[src/rtl/ptss_pkg.sv]
`timescale 1ns / 1ps
`default_nettype none
// Shared types and constants of the periodic task slot scheduler.
// No dependencies; the interfaces and the top level import it.

package ptss_pkg;

	// Operation codes carried in the op field
	localparam logic [2:0] OP_ADD      = 3'd0;
	localparam logic [2:0] OP_DELETE   = 3'd1;
	localparam logic [2:0] OP_TICK     = 3'd2;
	localparam logic [2:0] OP_DISPATCH = 3'd3;
	localparam logic [2:0] OP_CLEAR    = 3'd4;

	localparam int TAG_W    = 16;
	localparam int TIME_W   = 32;
	localparam int RUNS_W   = 8;
	localparam int TICK_W   = 16;
	localparam int OP_W     = 3;
	localparam int SLOTO_W  = 3;

	// Results per dispatch transaction
	localparam int MAX_RESULTS = 8;
	localparam int CNT_W       = $clog2(MAX_RESULTS + 1);

	localparam logic [RUNS_W-1:0] RUNS_MAX   = '1;
	localparam logic [TICK_W-1:0] TICK_RESET = TICK_W'(1);

	typedef struct packed {
		logic [TAG_W-1:0]  task_tag;
		logic [TAG_W-1:0]  arg_tag;
		logic [TIME_W-1:0] countdown;
		logic [TIME_W-1:0] reload;
		logic [RUNS_W-1:0] runs;
	} slot_entry_t;

endpackage

`default_nettype wire

[src/rtl/ptss_if.sv]
`timescale 1ns / 1ps
`default_nettype none
// Valid/ready channel interfaces of the scheduler: command, result, config.
// Depends on ptss_pkg for field widths.

interface ptss_in_if import ptss_pkg::*; ();
	logic              valid;
	logic              ready;
	logic [OP_W-1:0]   op;
	logic [TAG_W-1:0]  task_tag;
	logic [TAG_W-1:0]  arg_tag;
	logic [TIME_W-1:0] start_delay;
	logic [TIME_W-1:0] period;

	modport source (output valid, op, task_tag, arg_tag, start_delay, period, input ready);
	modport sink (input valid, op, task_tag, arg_tag, start_delay, period, output ready);
endinterface

interface ptss_out_if import ptss_pkg::*; ();
	logic               valid;
	logic               ready;
	logic [SLOTO_W-1:0] slot;
	logic [TAG_W-1:0]   ready_task;
	logic [TAG_W-1:0]   ready_arg;
	logic               hit;
	logic               fault;
	logic               last;

	modport source (output valid, slot, ready_task, ready_arg, hit, fault, last, input ready);
	modport sink (input valid, slot, ready_task, ready_arg, hit, fault, last, output ready);
endinterface

interface ptss_cfg_if import ptss_pkg::*; ();
	logic              valid;
	logic              ready;
	logic [TICK_W-1:0] data;

	modport source (output valid, data, input ready);
	modport sink (input valid, data, output ready);
endinterface

`default_nettype wire

[src/rtl/periodic_task_slot_scheduler.sv]
`timescale 1ns / 1ps
`default_nettype none
// Periodic task slot scheduler: slot table, scan sequencer and result register.
// Depends on ptss_pkg and the channel interfaces in ptss_if.sv.
//
//   channel   dir   payload                                         role
//   in_ch     in    op, task_tag, arg_tag, start_delay, period      commands
//   out_ch    out   slot, ready_task, ready_arg, hit, fault, last   results
//   cfg_ch    in    data                                            tick_period write
//
// Add, delete, tick and dispatch scan the slot table one slot per cycle, unless a
// dispatch stalls, through one write port and one registered read port.
// Clear fault and unused op codes skip the scan and go straight to the done state.
// Reset clears the active bits, the fault flag and sets tick_period to 1.
// A dispatch pauses its scan at a further hit while a finished result waits on out_ch.

module periodic_task_slot_scheduler import ptss_pkg::*; #(
	parameter int NUM_SLOTS = 8
) (
	input  wire       clk,
	input  wire       arst_n,
	ptss_in_if.sink   in_ch,
	ptss_out_if.source out_ch,
	ptss_cfg_if.sink  cfg_ch
);

	localparam int SLOT_W = (NUM_SLOTS > 1) ? $clog2(NUM_SLOTS) : 1;
	localparam logic [SLOT_W-1:0] LAST_IDX = SLOT_W'(NUM_SLOTS - 1);

	typedef enum logic [1:0] {ST_IDLE, ST_SCAN, ST_DONE} state_t;

	state_t             state_q;
	logic [TICK_W-1:0]  tick_q;
	logic               overflow_q;
	logic [NUM_SLOTS-1:0] active_q;

	logic [OP_W-1:0]    op_q;
	logic [TAG_W-1:0]   task_q;
	logic [TAG_W-1:0]   arg_q;
	logic [TIME_W-1:0]  delay_q;
	logic [TIME_W-1:0]  period_q;

	logic [SLOT_W-1:0]  addr_q;
	logic               issue_q;
	logic               found_q;
	logic [CNT_W-1:0]   cnt_q;

	logic               v_s1;
	logic [SLOT_W-1:0]  idx_s1;
	slot_entry_t        rd_s1;

	// pending result, held until the next one shows whether it is the last
	logic               pend_v_q;
	logic [SLOTO_W-1:0] pend_slot_q;
	logic [TAG_W-1:0]   pend_task_q;
	logic [TAG_W-1:0]   pend_arg_q;

	logic               out_v_q;
	logic [SLOTO_W-1:0] out_slot_q;
	logic [TAG_W-1:0]   out_task_q;
	logic [TAG_W-1:0]   out_arg_q;
	logic               out_hit_q;
	logic               out_fault_q;
	logic               out_last_q;

	slot_entry_t        mem_q [NUM_SLOTS];

	logic               cur_act;
	logic               hit_now;
	logic               wr_en;
	slot_entry_t        wr_entry;
	logic               act_we;
	logic               act_val;
	logic               is_disp;
	logic               stall;
	logic               adv;
	logic               rd_en;
	logic               fault_fin;
	logic               in_acc;

	assign in_ch.ready   = (state_q == ST_IDLE);
	assign cfg_ch.ready  = 1'b1;
	assign in_acc        = in_ch.valid && in_ch.ready;

	assign out_ch.valid      = out_v_q;
	assign out_ch.slot       = out_slot_q;
	assign out_ch.ready_task = out_task_q;
	assign out_ch.ready_arg  = out_arg_q;
	assign out_ch.hit        = out_hit_q;
	assign out_ch.fault      = out_fault_q;
	assign out_ch.last       = out_last_q;

	assign cur_act = active_q[idx_s1];
	assign is_disp = (op_q == OP_DISPATCH);

	// Per-slot work of the shared compare/subtract unit
	always_comb begin
		hit_now  = 1'b0;
		wr_en    = 1'b0;
		wr_entry = rd_s1;
		act_we   = 1'b0;
		act_val  = 1'b0;
		unique case (op_q)
			OP_ADD: begin
				if (!found_q && (!cur_act || rd_s1.reload == '0)) begin
					hit_now            = 1'b1;
					wr_en              = 1'b1;
					wr_entry.task_tag  = task_q;
					wr_entry.arg_tag   = arg_q;
					wr_entry.countdown = delay_q;
					wr_entry.reload    = period_q;
					wr_entry.runs      = '0;
					act_we             = 1'b1;
					act_val            = 1'b1;
				end
			end
			OP_DELETE: begin
				if (!found_q && cur_act && rd_s1.task_tag == task_q
						&& rd_s1.arg_tag == arg_q) begin
					hit_now = 1'b1;
					act_we  = 1'b1;
				end
			end
			OP_TICK: begin
				if (cur_act) begin
					wr_en = 1'b1;
					if (rd_s1.countdown <= {{(TIME_W-TICK_W){1'b0}}, tick_q}) begin
						wr_entry.countdown = rd_s1.reload;
						if (rd_s1.runs != RUNS_MAX) begin
							wr_entry.runs = rd_s1.runs + RUNS_W'(1);
						end
					end else begin
						wr_entry.countdown = rd_s1.countdown - {{(TIME_W-TICK_W){1'b0}}, tick_q};
					end
				end
			end
			OP_DISPATCH: begin
				if (cur_act && rd_s1.runs != '0 && cnt_q < CNT_W'(MAX_RESULTS)) begin
					hit_now       = 1'b1;
					wr_en         = 1'b1;
					wr_entry.runs = rd_s1.runs - RUNS_W'(1);
				end
			end
			default: begin
			end
		endcase
	end

	// a dispatch hit must first push the held result out
	assign stall = v_s1 && is_disp && hit_now && pend_v_q && out_v_q && !out_ch.ready;
	assign adv   = !stall;
	assign rd_en = (state_q == ST_SCAN) && issue_q && adv;

	always_comb begin
		unique case (op_q)
			OP_ADD:   fault_fin = overflow_q || !found_q;
			OP_CLEAR: fault_fin = 1'b0;
			default:  fault_fin = overflow_q;
		endcase
	end

	// Slot table: one write and one registered read per cycle
	always_ff @(posedge clk) begin
		if (state_q == ST_SCAN && v_s1 && adv && wr_en) begin
			mem_q[idx_s1] <= wr_entry;
		end
		if (rd_en) begin
			rd_s1 <= mem_q[addr_q];
		end
	end

	always_ff @(posedge clk or negedge arst_n) begin
		if (!arst_n) begin
			state_q    <= ST_IDLE;
			tick_q     <= TICK_RESET;
			overflow_q <= 1'b0;
			active_q   <= '0;
			issue_q    <= 1'b0;
			found_q    <= 1'b0;
			cnt_q      <= '0;
			v_s1       <= 1'b0;
			pend_v_q   <= 1'b0;
			out_v_q    <= 1'b0;
		end else begin
			if (cfg_ch.valid) begin
				tick_q <= cfg_ch.data;
			end
			if (out_ch.ready) begin
				out_v_q <= 1'b0;
			end
			unique case (state_q)
				ST_IDLE: begin
					if (in_acc) begin
						op_q     <= in_ch.op;
						task_q   <= in_ch.task_tag;
						arg_q    <= in_ch.arg_tag;
						delay_q  <= in_ch.start_delay;
						period_q <= in_ch.period;
						addr_q   <= '0;
						found_q  <= 1'b0;
						cnt_q    <= '0;
						pend_v_q <= 1'b0;
						if (in_ch.op == OP_ADD || in_ch.op == OP_DELETE
								|| in_ch.op == OP_TICK || in_ch.op == OP_DISPATCH) begin
							issue_q <= 1'b1;
							state_q <= ST_SCAN;
						end else begin
							state_q <= ST_DONE;
						end
					end
				end
				ST_SCAN: begin
					if (!issue_q && !v_s1) begin
						state_q <= ST_DONE;
					end
					if (adv) begin
						if (issue_q) begin
							idx_s1 <= addr_q;
							v_s1   <= 1'b1;
							addr_q <= addr_q + SLOT_W'(1);
							if (addr_q == LAST_IDX) begin
								issue_q <= 1'b0;
							end
						end else begin
							v_s1 <= 1'b0;
						end
					end
					if (v_s1 && adv) begin
						if (act_we) begin
							active_q[idx_s1] <= act_val;
						end
						if (hit_now) begin
							found_q     <= 1'b1;
							pend_v_q    <= 1'b1;
							pend_slot_q <= SLOTO_W'(idx_s1);
							pend_task_q <= is_disp ? rd_s1.task_tag : '0;
							pend_arg_q  <= is_disp ? rd_s1.arg_tag : '0;
							if (is_disp) begin
								cnt_q <= cnt_q + CNT_W'(1);
							end
							// a later dispatch hit means the held one is not last
							if (is_disp && pend_v_q) begin
								out_v_q     <= 1'b1;
								out_slot_q  <= pend_slot_q;
								out_task_q  <= pend_task_q;
								out_arg_q   <= pend_arg_q;
								out_hit_q   <= 1'b1;
								out_fault_q <= overflow_q;
								out_last_q  <= 1'b0;
							end
						end
					end
				end
				ST_DONE: begin
					if (!out_v_q || out_ch.ready) begin
						out_v_q     <= 1'b1;
						out_slot_q  <= pend_v_q ? pend_slot_q : '0;
						out_task_q  <= pend_v_q ? pend_task_q : '0;
						out_arg_q   <= pend_v_q ? pend_arg_q : '0;
						out_hit_q   <= pend_v_q;
						out_fault_q <= fault_fin;
						out_last_q  <= 1'b1;
						overflow_q  <= fault_fin;
						pend_v_q    <= 1'b0;
						state_q     <= ST_IDLE;
					end
				end
				default: begin
					state_q <= ST_IDLE;
				end
			endcase
		end
	end

`ifndef SYNTHESIS
	a_cnt_cap: assert property (@(posedge clk) disable iff (!arst_n)
		cnt_q <= CNT_W'(MAX_RESULTS))
		else $error("dispatch result count above limit");

	a_done_drained: assert property (@(posedge clk) disable iff (!arst_n)
		state_q == ST_DONE |-> !issue_q && !v_s1)
		else $error("scan pipeline not drained at finish");

	a_busy_after_accept: assert property (@(posedge clk) disable iff (!arst_n)
		in_acc |=> !in_ch.ready)
		else $error("command accepted while previous one in flight");

	a_single_hit_add: assert property (@(posedge clk) disable iff (!arst_n)
		state_q == ST_SCAN && v_s1 && hit_now && !is_disp |-> !found_q)
		else $error("second slot claimed by add or delete");
`endif

endmodule

`default_nettype wire
[src/flat_wrapper.sv]
// flat-port wrapper written by rule: the top's interface ports become plain ports
module periodic_task_slot_scheduler_flat import ptss_pkg::*;
#(
	parameter int NUM_SLOTS = 8
)
  (clk, arst_n, in_ch_valid, in_ch_op, in_ch_task_tag, in_ch_arg_tag, in_ch_start_delay, in_ch_period, in_ch_ready, out_ch_valid, out_ch_slot, out_ch_ready_task, out_ch_ready_arg, out_ch_hit, out_ch_fault, out_ch_last, out_ch_ready, cfg_ch_valid, cfg_ch_data, cfg_ch_ready);
  ptss_in_if in_ch_i ();
  ptss_out_if out_ch_i ();
  ptss_cfg_if cfg_ch_i ();
  input  wire clk;
  input  wire arst_n;
  input wire logic [$bits(in_ch_i.valid)-1:0] in_ch_valid;
  input wire logic [$bits(in_ch_i.op)-1:0] in_ch_op;
  input wire logic [$bits(in_ch_i.task_tag)-1:0] in_ch_task_tag;
  input wire logic [$bits(in_ch_i.arg_tag)-1:0] in_ch_arg_tag;
  input wire logic [$bits(in_ch_i.start_delay)-1:0] in_ch_start_delay;
  input wire logic [$bits(in_ch_i.period)-1:0] in_ch_period;
  output wire logic [$bits(in_ch_i.ready)-1:0] in_ch_ready;
  output wire logic [$bits(out_ch_i.valid)-1:0] out_ch_valid;
  output wire logic [$bits(out_ch_i.slot)-1:0] out_ch_slot;
  output wire logic [$bits(out_ch_i.ready_task)-1:0] out_ch_ready_task;
  output wire logic [$bits(out_ch_i.ready_arg)-1:0] out_ch_ready_arg;
  output wire logic [$bits(out_ch_i.hit)-1:0] out_ch_hit;
  output wire logic [$bits(out_ch_i.fault)-1:0] out_ch_fault;
  output wire logic [$bits(out_ch_i.last)-1:0] out_ch_last;
  input wire logic [$bits(out_ch_i.ready)-1:0] out_ch_ready;
  input wire logic [$bits(cfg_ch_i.valid)-1:0] cfg_ch_valid;
  input wire logic [$bits(cfg_ch_i.data)-1:0] cfg_ch_data;
  output wire logic [$bits(cfg_ch_i.ready)-1:0] cfg_ch_ready;
  assign in_ch_i.valid = in_ch_valid;
  assign in_ch_i.op = in_ch_op;
  assign in_ch_i.task_tag = in_ch_task_tag;
  assign in_ch_i.arg_tag = in_ch_arg_tag;
  assign in_ch_i.start_delay = in_ch_start_delay;
  assign in_ch_i.period = in_ch_period;
  assign in_ch_ready = in_ch_i.ready;
  assign out_ch_valid = out_ch_i.valid;
  assign out_ch_slot = out_ch_i.slot;
  assign out_ch_ready_task = out_ch_i.ready_task;
  assign out_ch_ready_arg = out_ch_i.ready_arg;
  assign out_ch_hit = out_ch_i.hit;
  assign out_ch_fault = out_ch_i.fault;
  assign out_ch_last = out_ch_i.last;
  assign out_ch_i.ready = out_ch_ready;
  assign cfg_ch_i.valid = cfg_ch_valid;
  assign cfg_ch_i.data = cfg_ch_data;
  assign cfg_ch_ready = cfg_ch_i.ready;
  periodic_task_slot_scheduler #(.NUM_SLOTS(NUM_SLOTS)) u_core (.clk(clk), .arst_n(arst_n), .in_ch(in_ch_i), .out_ch(out_ch_i), .cfg_ch(cfg_ch_i));
endmodule
[config.mk]
export PLATFORM = sky130hd
export DESIGN_NAME = periodic_task_slot_scheduler_flat
export DESIGN_NICKNAME = d
export VERILOG_FILES = /design/src/rtl/ptss_pkg.sv /design/src/rtl/ptss_if.sv /design/src/rtl/periodic_task_slot_scheduler.sv /design/src/flat_wrapper.sv
export SDC_FILE = /design/constraint.sdc
export NUM_CORES = 1
export LEC_CHECK = 0
export CORE_MARGIN = 2
export CORE_UTILIZATION = 55
export CTS_CLUSTER_SIZE = 12
export DETAILED_ROUTE_END_ITERATION = 12
export DONT_BUFFER_PORTS = 1
export GPL_TIMING_DRIVEN = 0
export PLACE_DENSITY = 0.74
export SYNTH_ARGS = -nofsm -noshare
export SYNTH_HDL_FRONTEND = slang
export SYNTH_SLANG_ARGS = --single-unit
[constraint.sdc]
create_clock -name clk -period 31.5 [get_ports clk]
set_input_delay 1.575 -clock clk [delete_from_list [all_inputs] [get_ports clk]]
set_output_delay 1.575 -clock clk [all_outputs]
set_load 0.02 [all_outputs]
==> results.sh <==
export IMPL_io_pins=161
export IMPL_combPwrFrac=0.161
export IMPL_p_int_mw=2.79
export IMPL_clock_sinks=1150
export IMPL_drt_total_wl_mm=109
export IMPL_grt_pass1_vias=25000
export IMPL_gp_congestion=0.891
export IMPL_avgSynthCellArea_um2=18.9
export IMPL_drc_errors=0
export IMPL_cts_root_buf="clkbuf_16"
export IMPL_max_slew_margin=0.126
export IMPL_worstSkewPairLatency_ns=0.71
export IMPL_clkPwrFrac=0.324
export IMPL_num_vias=24200
export IMPL_hold_violations=0
export IMPL_synthCells=2414
export IMPL_rsz0062_at_grt="no"
export IMPL_synth_edf_count=1114
export IMPL_synth_area_top_cells="edfxtp_1 73%, mux4_2 10%, mux2_2 2.9%"
export IMPL_viasPerCell=6.29
export IMPL_synth_cell_types=77
export IMPL_async_flop_share=0.0313
export IMPL_timing_final_ws_setup_ns=26.19
export IMPL_vdd_drop_max_uv=72.6
export IMPL_swShare=0.266
export IMPL_grt_use_total=0.259
export IMPL_hpwl_mm=76.5
export IMPL_status="finished, final reports clean"
export IMPL_clk_pin_slew_worst_paths_ns=0.06
export IMPL_power_mw=3.80
export IMPL_cts_tree="done"
export IMPL_layout_common_cells="1,114 x edfxtp_1, 243 x nand2_1, 208 x mux4_2"
export IMPL_critPathArrivalTime_ns=5.71
export IMPL_dp_cells=3656
export IMPL_power_density_mw_per_mm2=73.2
export IMPL_cts_hold_buf=0
export IMPL_cts_resized_gates=0
export IMPL_numPortBuffers=0
export IMPL_initial_core_util=0.556
export IMPL_fin_cells=3847
export IMPL_synth_fp_nets=2560
export IMPL_ys_seq_elements=1150
export IMPL_die_h_um=292
export IMPL_skew_ns=0.0397
export IMPL_cts_setup_buffers=0
export IMPL_leakage_nw=17.2
export IMPL_grt_max_degree=41
export IMPL_syn_area_mm2=0.0457
export IMPL_yosysWarnings=0
export IMPL_placed_area_mm2=0.0486
export IMPL_synth_top_area_cell="edfxtp_1"
export IMPL_drive_gt1_frac=0.239
export IMPL_dr_pass1_iters=8
export IMPL_crit_fanout=10
export IMPL_grt_remaining_overflow=0
export IMPL_cp_start_kind="flip-flop"
export IMPL_period_minus_slack_ns=5.31
export IMPL_maxCapViolCount=0
export IMPL_worstSetupEndpointType="flip-flop"
export IMPL_n_fill_cell=5458
export IMPL_finalSetupViolations=0
export IMPL_drt_initial_drc_count=3206
export IMPL_route_detailed_wl_per_inst_um=28.3
export IMPL_p_sw_mw=1.01
export IMPL_hold_ws_ns=0.479
export IMPL_ys_flop_type="edfxtp_1"
export IMPL_grt_antenna_before_repair=2
export IMPL_seqPwrFrac=0.515
export IMPL_nets=2846
export IMPL_clock_path_buffers=3
export IMPL_htree_levels=3
export IMPL_fin_crit_sh=0.169
export IMPL_final_cell_area_mm2=0.0519
export IMPL_areaGrowthSynthToFinish_pct=13.6
export IMPL_slew_viol_final=0
export IMPL_cp_required_ns=31.90
export IMPL_numCtsBuffers=112
export IMPL_synth_seq_area_share=0.752
export IMPL_yosysTopAreaCellShare=0.732
export IMPL_fp_dieArea_mm2=0.0854
export IMPL_die_w_um=292
export IMPL_fin_util=0.632
export IMPL_std_cell_rows=105
export IMPL_hold_path_class="flip-flop to flip-flop"
export IMPL_fmax_mhz=188
export IMPL_crit_type="flip-flop to flip-flop"
export IMPL_final_antenna_net_count=0
export IMPL_grt_pass1_wl_mm=162
export IMPL_tightest_slew_ns=1.31
export IMPL_fin_setup_tns_ns=0
export IMPL_core_area_mm2=0.0821
export IMPL_place_ws_ns=26.31
export IMPL_final_common_cell="edfxtp_1"
final cells by class:
class	instances	area, µm²	share of cell area
clock buffer	167	3090	0.0596
clock inverter	23	214	0.00412
inverter	39	146	0.00282
antenna	1	2.50	0.0000482
sequential	1150	34400	0.662
timing repair buffer	172	1500	0.0288
multi-input combinational	1113	10800	0.208
tap	1070	1340	0.0258
buffer	112	444	0.00856
cell families (layout without fill, tap and decap cells):
family / count (synthesis) / count (layout) / share of synthesized area
flip-flops: 1150 / 1150 / 0.752
other: 1 / 2 / 0.0000821
buffers and inverters: 151 / 513 / 0.0129
adder cells (fa/ha/maj): 26 / 26 / 0.00728
AO/OA/AOI/OAI: 202 / 202 / 0.0306
XOR/XNOR: 58 / 58 / 0.0111
AND/OR/NAND/NOR: 487 / 487 / 0.0517
multiplexers: 339 / 339 / 0.134
Yosys cell counts (all sizes together), types with 7 or more instances:
cell type / number
mux4: 208
nand3: 13
nand2: 243
a21o: 8
edfxtp: 1114
and2: 71
nor3: 28
dfrtp: 35
or2: 8
nor4: 31
ha: 25
mux2: 116
inv: 39
xnor2: 20
a222oi: 16
or3: 16
and3: 11
a22oi: 12
xor2: 38
nor2: 33
mux2i: 15
a31oi: 8
a211oi: 7
buf: 37
a21oi: 27
o21ai: 65
clkbuf: 75
nand2b: 7
power groups by stage:
stage | Combinational [mW] | Sequential (mW) | Clock, mW
after floorplan | 0.416 | 1.96 | 0
after global placement | 0.563 | 2.01 | 0
after detailed placement | 0.608 | 1.99 | 0
after CTS | 0.613 | 1.96 | 1.25
after global routing | 0.660 | 1.96 | 1.30
final | 0.610 | 1.96 | 1.23
sequential cells by signal, summed over array words and instances (netlist names), 2 cells and up:
signal                    flops
u_core.delay_q               32
u_core.addr_q                 3
u_core.pend_arg_q            16
u_core.tick_q                16
u_core.out_ch.ready_task     16
u_core.active_q               8
u_core.pend_task_q           16
u_core.period_q              32
u_core.rd_s1                104
u_core.task_q                16
u_core.cnt_q                  4
u_core.idx_s1                 3
u_core.out_ch.slot            3
u_core.state_q                2
u_core.mem_q                832
u_core.op_q                   3
u_core.out_ch.ready_arg      16
u_core.arg_q                 16
u_core.pend_slot_q            3
worst paths after layout:
kind / from / to / slack (ns) / cells after the start
max in group asynchronous: arst_n / u_core.tick_q[0] / 30.71 / 0
min in group asynchronous: arst_n / u_core.tick_q[3] / 0.56 / 0
worst min-delay path: u_core.idx_s1[1] / u_core.pend_slot_q[1] / 0.48 / 0
worst min register to register: u_core.idx_s1[1] / u_core.pend_slot_q[1] / 0.48 / 0
worst max register to register: u_core.idx_s1[1] / u_core.mem_q[2][19] / 26.19 / 16
worst max-delay path: u_core.idx_s1[1] / u_core.mem_q[2][19] / 26.19 / 16
metal layers:
layer,global-route usage,routed length (µm),part of all wire
met5,0,18,0.00017
met2,0.438,54800,0.50
met3,0.0417,8260,0.076
met1,0.341,41400,0.38
met4,0.0992,4550,0.042
critical path, cell delays in order, from the launching register on:
cell and delay [ns]:
edfxtp_1 0.34, clkbuf_1 0.38, a21boi_0 0.20, a211o_1 0.34, a32oi_1 0.36, nor4b_1 0.14, clkbuf_1 0.30, nor3_1 0.26
o21ai_1 0.19, clkbuf_1 0.37, nor4_2 0.96, buf_6 0.25, buf_4 0.18, buf_4 0.18, buf_4 0.18, buf_4 0.19
buf_4 0.17
Note: power is estimated with default switching activity, not from simulation.
